$ cat config.mk
export PLATFORM = sky130hd
export DESIGN_NAME = crlf_frame_receiver
export DESIGN_NICKNAME = d
export VERILOG_FILES = /design/src/sv/crlf_pkg.sv /design/src/sv/crlf_step.sv /design/src/sv/crlf_out_skid.sv /design/src/sv/crlf_frame_receiver.sv
export SDC_FILE = /design/constraint.sdc
export NUM_CORES = 1
export LEC_CHECK = 0
export BUFFER_PORTS_ARGS = -buffer_cell sky130_fd_sc_hd__buf_2
export CAP_MARGIN = 20
export CORE_MARGIN = 10
export CORE_UTILIZATION = 45
export DETAILED_ROUTE_END_ITERATION = 7
export PLACE_DENSITY_LB_ADDON = 0.1
export SYNTH_ARGS = -nofsm -noshare
export SYNTH_HDL_FRONTEND = slang
export SYNTH_SLANG_ARGS = --single-unit
$ cat constraint.sdc
create_clock -name clk -period 4.35 [get_ports clk]
set_clock_uncertainty 0.15 [all_clocks]
set_input_delay 0.2175 -clock clk [delete_from_list [all_inputs] [get_ports clk]]
set_output_delay 0.2175 -clock clk [all_outputs]
set_load 0.02 [all_outputs]
$ cat src/sv/crlf_pkg.sv
// ----------------------------------------------------------------------------
// crlf_pkg
// Shared types, constants and helper functions of the CR LF frame receiver.
// ----------------------------------------------------------------------------
package crlf_pkg;

  // message buffer depth, one entry is kept for the terminator
  localparam int BUFFER_DEPTH = 64;
  localparam int CNT_W        = $clog2(BUFFER_DEPTH);

  localparam int IDX_W      = 6;
  localparam int BYTE_W     = 8;
  localparam int PHASE_W    = 3;
  localparam int OUT_DATA_W = 32;

  localparam logic [BYTE_W-1:0] CHAR_CR   = 8'h0D;
  localparam logic [BYTE_W-1:0] CHAR_LF   = 8'h0A;
  localparam logic [BYTE_W-1:0] CHAR_TERM = 8'h23;
  localparam logic [BYTE_W-1:0] CHAR_C    = 8'h43;
  localparam logic [BYTE_W-1:0] CHAR_O    = 8'h4F;
  localparam logic [BYTE_W-1:0] CHAR_N    = 8'h4E;
  localparam logic [BYTE_W-1:0] CHAR_G    = 8'h47;
  localparam logic [BYTE_W-1:0] CHAR_E    = 8'h45;
  localparam logic [BYTE_W-1:0] CHAR_T    = 8'h54;

  localparam logic FUNC_BYTE    = 1'b0;
  localparam logic FUNC_RELEASE = 1'b1;

  localparam logic [PHASE_W-1:0] PH_CODE_IDLE = 3'd0;
  localparam logic [PHASE_W-1:0] PH_CODE_CR1  = 3'd1;
  localparam logic [PHASE_W-1:0] PH_CODE_DATA = 3'd2;
  localparam logic [PHASE_W-1:0] PH_CODE_CR2  = 3'd3;
  localparam logic [PHASE_W-1:0] PH_CODE_DONE = 3'd4;

  typedef enum logic [4:0] {
    PH_IDLE = 5'b00001,
    PH_CR1  = 5'b00010,
    PH_DATA = 5'b00100,
    PH_CR2  = 5'b01000,
    PH_DONE = 5'b10000
  } phase_t;

  typedef struct packed {
    phase_t           phase;
    logic [CNT_W-1:0] count;
    logic             conn_ok;
    logic             get_ok;
    logic             ovf;
  } rx_state_t;

  typedef struct packed {
    logic [PHASE_W-1:0] phase;
    logic               overflow;
    logic               is_get;
    logic               is_connect;
    logic [IDX_W-1:0]   frame_length;
    logic               frame_done;
    logic [BYTE_W-1:0]  write_byte;
    logic [IDX_W-1:0]   write_index;
    logic               write_valid;
  } rx_result_t;

  localparam int RES_W = $bits(rx_result_t);

  // low six bits of a CNT_W-wide count
  function automatic logic [IDX_W-1:0] to_idx(input logic [CNT_W-1:0] c);
    logic [CNT_W+IDX_W-1:0] ext;
    ext = {{IDX_W{1'b0}}, c};
    return ext[IDX_W-1:0];
  endfunction

  function automatic logic [PHASE_W-1:0] phase_code(input phase_t p);
    logic [PHASE_W-1:0] code;
    case (p)
      PH_IDLE: code = PH_CODE_IDLE;
      PH_CR1:  code = PH_CODE_CR1;
      PH_DATA: code = PH_CODE_DATA;
      PH_CR2:  code = PH_CODE_CR2;
      PH_DONE: code = PH_CODE_DONE;
      default: code = PH_CODE_IDLE;
    endcase
    return code;
  endfunction

  function automatic logic [BYTE_W-1:0] conn_char(input logic [1:0] idx);
    logic [BYTE_W-1:0] ch;
    case (idx)
      2'd0:    ch = CHAR_C;
      2'd1:    ch = CHAR_O;
      default: ch = CHAR_N;
    endcase
    return ch;
  endfunction

  function automatic logic [BYTE_W-1:0] get_char(input logic [1:0] idx);
    logic [BYTE_W-1:0] ch;
    case (idx)
      2'd0:    ch = CHAR_G;
      2'd1:    ch = CHAR_E;
      default: ch = CHAR_T;
    endcase
    return ch;
  endfunction

endpackage

$ cat src/sv/crlf_step.sv
// ----------------------------------------------------------------------------
// crlf_step
// Next receiver state and result for one input transaction.
// ----------------------------------------------------------------------------
module crlf_step
  import crlf_pkg::*;
(
  input  rx_state_t         cur,
  input  logic              func,
  input  logic [BYTE_W-1:0] rx_byte,
  output rx_state_t         nxt,
  output rx_result_t        res
);

  logic             is_cr;
  logic             is_lf;
  logic             has_room;
  logic             wv;
  logic [CNT_W-1:0] widx;
  logic [BYTE_W-1:0] wbyte;
  logic             done;

  assign is_cr    = (rx_byte == CHAR_CR);
  assign is_lf    = (rx_byte == CHAR_LF);
  assign has_room = (cur.count < CNT_W'(BUFFER_DEPTH - 1));

  always_comb begin
    nxt   = cur;
    wv    = 1'b0;
    widx  = '0;
    wbyte = '0;
    if (func == FUNC_RELEASE) begin
      if (cur.phase == PH_DONE) begin
        nxt.phase = PH_IDLE;
      end
    end else begin
      case (cur.phase)
        PH_IDLE: begin
          if (is_cr) begin
            nxt.phase = PH_CR1;
          end
        end
        PH_CR1: begin
          if (is_lf) begin
            nxt.phase   = PH_DATA;
            nxt.count   = '0;
            nxt.conn_ok = 1'b1;
            nxt.get_ok  = 1'b1;
            nxt.ovf     = 1'b0;
          end
        end
        PH_DATA: begin
          if (is_cr) begin
            nxt.phase = PH_CR2;
          end else if (has_room) begin
            wv        = 1'b1;
            widx      = cur.count;
            wbyte     = rx_byte;
            nxt.count = cur.count + CNT_W'(1);
            // prefix match only over the first few payload bytes
            if (cur.count < CNT_W'(4) && rx_byte != conn_char(cur.count[1:0])) begin
              nxt.conn_ok = 1'b0;
            end
            if (cur.count < CNT_W'(3) && rx_byte != get_char(cur.count[1:0])) begin
              nxt.get_ok = 1'b0;
            end
          end else begin
            nxt.ovf = 1'b1;
          end
        end
        PH_CR2: begin
          if (is_lf) begin
            nxt.phase = PH_DONE;
            wv        = 1'b1;
            widx      = cur.count;
            wbyte     = CHAR_TERM;
          end
        end
        default: begin
        end
      endcase
    end
  end

  assign done = (nxt.phase == PH_DONE);

  always_comb begin
    res.write_valid  = wv;
    res.write_index  = to_idx(widx);
    res.write_byte   = wbyte;
    res.frame_done   = done;
    res.frame_length = to_idx(nxt.count);
    res.is_connect   = done && nxt.conn_ok && (nxt.count >= CNT_W'(4));
    res.is_get       = done && nxt.get_ok && (nxt.count >= CNT_W'(3));
    res.overflow     = nxt.ovf;
    res.phase        = phase_code(nxt.phase);
  end

endmodule

$ cat src/sv/crlf_out_skid.sv
// ----------------------------------------------------------------------------
// crlf_out_skid
// Output register with a skid stage so input flow survives output stalls.
// ----------------------------------------------------------------------------
module crlf_out_skid
  import crlf_pkg::*;
(
  input  logic       clk,
  input  logic       rst_n,
  input  logic       push,
  input  rx_result_t push_data,
  output logic       can_push,
  output logic       out_valid,
  input  logic       out_ready,
  output rx_result_t out_data
);

  logic       main_vld_r;
  logic       skid_vld_r;
  rx_result_t main_data_r;
  rx_result_t skid_data_r;
  logic       main_free;

  assign main_free = !main_vld_r || out_ready;
  assign can_push  = !skid_vld_r;
  assign out_valid = main_vld_r;
  assign out_data  = main_data_r;

  always_ff @(posedge clk) begin
    if (!rst_n) begin
      main_vld_r <= 1'b0;
      skid_vld_r <= 1'b0;
    end else if (main_free) begin
      if (skid_vld_r) begin
        main_vld_r <= 1'b1;
        skid_vld_r <= 1'b0;
      end else begin
        main_vld_r <= push;
      end
    end else if (push) begin
      skid_vld_r <= 1'b1;
    end
  end

  always_ff @(posedge clk) begin
    if (main_free) begin
      main_data_r <= skid_vld_r ? skid_data_r : push_data;
    end
    if (!main_free && push) begin
      skid_data_r <= push_data;
    end
  end

endmodule

$ cat src/sv/crlf_frame_receiver.sv
// ----------------------------------------------------------------------------
// crlf_frame_receiver
// Finds CR LF payload CR LF frames in a received byte stream.
// ----------------------------------------------------------------------------
// One input transaction gives exactly one result transaction. A new byte or
// release can be taken every clock cycle while in_tready is high; the result
// is held in an output register backed by a one-entry skid stage, so in_tready
// only drops once two results are waiting. Payload bytes come out as buffer
// writes at their index; the closing CR LF writes the '#' terminator and holds
// the frame (frame_done) until a release transaction (in_tuser = 1). Up to
// BUFFER_DEPTH-1 payload bytes are stored, later ones set overflow.
module crlf_frame_receiver
  import crlf_pkg::*;
(
  input  logic                  clk,
  input  logic                  rst_n,
  input  logic                  in_tvalid,
  output logic                  in_tready,
  input  logic [BYTE_W-1:0]     in_tdata,   // [7:0] rx_byte
  input  logic                  in_tuser,   // [0] func
  output logic                  out_tvalid,
  input  logic                  out_tready,
  // [0] write_valid, [6:1] write_index, [14:7] write_byte, [15] frame_done,
  // [21:16] frame_length, [22] is_connect, [23] is_get, [24] overflow,
  // [27:25] phase, [31:28] zero
  output logic [OUT_DATA_W-1:0] out_tdata
);

  rx_state_t  state_r;
  rx_state_t  state_nxt;
  rx_result_t step_res;
  rx_result_t buf_res;
  logic       in_fire;

  assign in_fire = in_tvalid && in_tready;

  crlf_step u_step (
    .cur     (state_r),
    .func    (in_tuser),
    .rx_byte (in_tdata),
    .nxt     (state_nxt),
    .res     (step_res)
  );

  always_ff @(posedge clk) begin
    if (!rst_n) begin
      state_r.phase   <= PH_IDLE;
      state_r.count   <= '0;
      state_r.conn_ok <= 1'b1;
      state_r.get_ok  <= 1'b1;
      state_r.ovf     <= 1'b0;
    end else if (in_fire) begin
      state_r <= state_nxt;
    end
  end

  crlf_out_skid u_out (
    .clk       (clk),
    .rst_n     (rst_n),
    .push      (in_fire),
    .push_data (step_res),
    .can_push  (in_tready),
    .out_valid (out_tvalid),
    .out_ready (out_tready),
    .out_data  (buf_res)
  );

  assign out_tdata = {{(OUT_DATA_W - RES_W){1'b0}}, buf_res};

endmodule
After elaboration in Yosys (flattened, before gate mapping)
Index checks and enable logic that the tools add are counted.
{"block": "totals", "in_bits": 13, "register_bits": 72, "word_cells": 102, "out_inout_bits": 34}
{"block": "classes", "muxes": 42, "bitwise": 1, "magnitude_cmp": 5, "add_sub_neg": 1, "eq_ne": 14, "reduce_logical": 14}
{"cell": "8-bit two-way mux", "count": 12}
{"cell": "6-bit two-way mux", "count": 5}
{"cell": "28-bit two-way mux", "count": 1}
{"cell": "5-bit two-way mux", "count": 5}
{"cell": "5-bit one-hot mux with 4 select lines", "count": 1}
{"cell": "9-bit two-way mux", "count": 2}
{"cell": "9-bit one-hot mux with 2 select lines", "count": 1}
{"cell": "8-bit by 4-bit equality test with 1-bit output, second input constant", "count": 2}
{"cell": "8-bit != test", "count": 2}
{"cell": "8-bit one-hot mux with 2 select lines", "count": 1}
{"cell": "14-bit two-way mux", "count": 1}
{"cell": "3-bit one-hot mux with 4 select lines", "count": 1}
{"cell": "6-bit one-hot mux with 2 select lines", "count": 1}
{"cell": "5-bit by 2-bit equality test with 1-bit output, second input constant", "count": 2}
{"cell": "5-bit by 3-bit equality test with 1-bit output, second input constant", "count": 2}
{"cell": "5-bit by 4-bit equality test with 1-bit output, second input constant", "count": 2}
{"cell": "5-bit equality test, second input constant", "count": 2}
{"cell": "5-bit one-hot mux with 2 select lines", "count": 1}
{"cell": "1-bit logical AND", "count": 8}
{"cell": "1-bit two-way mux", "count": 8}
{"cell": "4-bit one-hot mux with 2 select lines", "count": 1}
{"cell": "6-bit by 1-bit adder with 6-bit output, second input constant", "count": 1}
{"cell": "6-bit by 2-bit >= comparator with 1-bit output, second input constant", "count": 1}
{"cell": "6-bit by 3-bit >= comparator with 1-bit output, second input constant", "count": 1}
{"cell": "other kinds (11)", "count": 13}

Depth between registers and ports, before layout
{"block": "logic_depth", "word_depth": 16, "ltp_mapped": 8, "depth_no_buf": 8}

By module
From an unflattened synthesis, not the netlist that was laid out.
{"block": "hier_totals", "hier_cells": 329, "hier_area_um2": 3801.1}
{"module": "crlf_out_skid", "area_per_inst_um2": 2114.5, "cells_each": 96, "seq_area_each_um2": 1721.7, "n_inst": 1}
{"module": "crlf_step", "area_per_inst_um2": 1071.0, "cells_each": 165, "seq_area_each_um2": 0.0, "n_inst": 1}
{"module": "crlf_frame_receiver", "area_per_inst_um2": 615.6, "cells_each": 68, "seq_area_each_um2": 280.3, "n_inst": 1}

Least setup slack after synthesis
No wires, ideal clock.
{"block": "synth_path", "path_type": "register to register", "startpoint": "reg u_out.main_vld_r, in the netlist u_out.out_valid", "endpoint": "reg u_out.skid_data_r[0] (netlist bit), enable pin", "period_less_slack_ns": 3.006, "path_slack_ns": 1.344, "path_buffers": 0, "setup_time_ns": 0.413, "path_stages_with_launch": 3, "t_required_ns": 3.787, "arrival_time_ns": 2.443, "path_cell_list": "dfxtp_1 -> nand2b_1 -> nor2_1"}
{"block": "synth_between", "elab_chain_len": 4}
{"item": "start: declaration", "line_no": "crlf_out_skid.sv:18", "text": "logic main_vld_r;"}
{"item": "start signal: assignment", "line_no": "crlf_out_skid.sv:38", "text": "main_vld_r <= push;"}
{"item": "1-bit logical NOT", "line_no": "crlf_out_skid.sv:24", "text": "assign main_free = !main_vld_r || out_ready;"}
{"item": "1-bit logical OR", "line_no": "crlf_out_skid.sv:24"}
{"item": "1-bit logical NOT", "line_no": "crlf_out_skid.sv:49", "text": "if (!main_free && push) begin"}
{"item": "1-bit logical AND", "line_no": "crlf_out_skid.sv:49"}
{"item": "end signal: assignment", "line_no": "crlf_out_skid.sv:50", "text": "skid_data_r <= push_data;"}
{"item": "end: declaration", "line_no": "crlf_out_skid.sv:21", "text": "rx_result_t skid_data_r;"}
No other way between the ends.
A chain may end at the register's enable or synchronous reset.

==> metrics.txt <==
status=complete, no violations; count of pins over their slew limit=0; Post-Synth Adder-Cell Area=1.03%; crit path DAT=2830 ps; Filler cells=723; Placed Area=3930 sq um; Compound-Gate Fraction of Synth Area=13.8%; port buffer count=42; final hold violation count=0; Finished Cell Area=4150 sq um; CTS sink count=72; hold buffers post-CTS=0; final setup fails=0; Req. time, crit path=4280 ps; startpoint types=flop; final wirelength=8640 microns; WHS=48.0 ps; Async SR Flop Fraction=0%; Via density=5.63; Final ANT Viol Nets=0; top post-synthesis cells by area=edfxtp_1 46%, dfxtp_1 8.8%, nand2_1 5.1%, mux2_2 4.0%, and2_1 1.9%; total gr overflow=0; drt first pass iters=4; RSZ-0062 raised after global routing=no; number of setup buffers added after CTS=0; part of the cycle the worst path needs=66.7%; chip height=110 microns; Worst-path clk slew=90 ps; top_reg_cell synth=edfxtp_1; xor-xnor portion of the synthesized cell area=2.16%; DIE AREA=12100 sq um; crit path kind=reg2reg; synthesis-stage register bit count=72; Routed WL per cell=18.2 microns; io pins=47; worst-path fanout max=9; vias in the first global route=2701; Die Wd=110 microns; post-synth top area cell=edfxtp_1; residual DRC count=0; NumNets Final=385; Fmax=345 MHz; largest net degree at the start of global routing=32; Root Driver=clkbuf_8; detailed placement HPWL=6070 microns; minimum clock period=2900 ps; CP endpoint kind=flop; worst vdd ir=0.146 mV; CTS Buf Count=9; post-synthesis mux area share=4.01%; setup total negative slack=0 ps; synth unique cells=61; area delta synth->final=13.5%; number of synthesized flops with an enable pin=56; Syn Inst Count=331; PD cells=370 nW/um^2; Inserted Diodes=0; Lkg Pwr=1.72 nW; initial antenna violation count=0; DR iter-0 viols=199; Pwr Total=1.53 mW; H-tree depth=3; first-pass GRT wire length=14500 microns; Mapped Area=3650 sq um; Avg Synthesized Cell Area=11.0 sq um; worst slew pin tran=942 ps; fraction of the mapped netlist area in simple logic gates=20.1%; worst hold path type=in2reg; Synth top area share=46.0%; Via Count=2681; maximum buffer depth of the clock tree=2; Yosys warning total=0; row cnt=32; largest family of logic cells by synthesized area=simple AND/OR/NAND/NOR gates; post-synthesis sequential area ratio=54.8%; Starting Density=46.8%; routability cong.=0.918; Clk Latency, worst-skew pair=350 ps; CTS tree=built; Max Cap Viol=0; Rel. slew slack=36.6%; Core ar.=7810 sq um; total track usage=15.5%; PostCTS Resize Cnt=0; layout cells sized above 1=23.3%
==> layer usage <==
layer / wire, microns / global-route usage [%]
met3: 554 / 2.96
met2: 4000 / 24.0
met4: 180 / 7.25
met1: 3910 / 20.4
met5: 0 / 0
==> worst max-delay path, stage by stage, from the launching register on <==
cell	delay [ps]
dfxtp_1	400
or2_2	370
nor4_1	790
nand2_1	170
o22ai_1	370
and3_1	290
nor3_1	80
==> stage by stage <==
| stage | std cells | utilization, % | worst slack [ps] |
|---|---|---|---|
| finish | 476 | 53.1 | 1450 |
| global route | 476 | 53.1 | 1110 |
| CTS | 476 | 53.1 | 1380 |
| global placement | 460 | 50.3 | 1420 |
| detailed placement | 460 | 50.3 | 1360 |
| floorplan | 334 | - | 1340 |
==> Yosys cell counts, types with 4 or more instances <==
library cell / number
a211oi_1: 6
edfxtp_1: 56
nor4b_1: 4
nor3_1: 7
inv_1: 11
nor2_1: 17
o21ai_0: 8
nor3b_1: 5
a21oi_1: 6
nand3_1: 4
and2_1: 11
buf_2: 4
o211ai_1: 5
nand4_1: 5
buf_4: 5
clkbuf_1: 11
nor4_1: 6
nand2_1: 50
mux2_2: 13
dfxtp_1: 16
and3_1: 10
xnor2_1: 6
o211a_1: 5
==> cell families (layout without fill, tap and decap cells) <==
family / after synthesis / after routing
compound gates: 63 / 63
xor+xnor: 9 / 9
fa+ha+maj: 3 / 3
buf+inv: 33 / 73
flops: 72 / 72
mux: 13 / 13
other cells: 1 / 4
simple gates: 137 / 137
==> state kept, by name, indices dropped and copies added, names as in the netlist <==
name and count:
u_out.out_data 28, state_r 14, u_out.skid_vld_r 1, u_out.out_valid 1, u_out.skid_data_r 28
==> where the power goes <==
group / internal (mW) / switching [mW]
clock network: 0.324 / 0.263
logic: 0.0547 / 0.105
registers: 0.769 / 0.0194
total: 1.15 / 0.387
==> final cells by class <==
class | instances | area [sq um] | share of cell area [%]
Sequential cell | 72 | 2000 | 48.3
Multi-Input combinational cell | 229 | 1520 | 36.6
Timing Repair Buffer | 46 | 240 | 5.79
Tap cell | 102 | 128 | 3.08
Clock buffer | 9 | 124 | 2.99
Clock inverter | 7 | 95.1 | 2.29
Inverter | 11 | 41.3 | 0.995
==> final timing paths <==
check                           depth (start not counted)                     to  slack, ps   startpoint
worst max-delay path                                    6  u_out.skid_data_r[22]       1450  state_r[13]
worst min-delay path                                    3       u_out.skid_vld_r         50    in_tvalid
worst max register to register                          6  u_out.skid_data_r[22]       1450  state_r[13]
worst min register to register                          2             state_r[2]        340   state_r[2]
==> layout by cell type (no fill, tap or decap), drive strengths merged, types with 5 or more instances in the layout <==
cell | Yosys | routed
a211oi | 6 | 6
nor4 | 7 | 7
and2 | 11 | 11
edfxtp | 56 | 56
nor2 | 17 | 17
nor3 | 7 | 7
dfxtp | 16 | 16
buf | 11 | 46
xnor2 | 6 | 6
o21ai | 8 | 8
and3 | 10 | 10
mux2 | 13 | 13
nand4 | 5 | 5
clkbuf | 11 | 9
nor3b | 5 | 5
o211ai | 5 | 5
a21oi | 6 | 6
o211a | 5 | 5
nand2 | 50 | 50
inv | 11 | 12
Power figures use the tool's default switching activity.
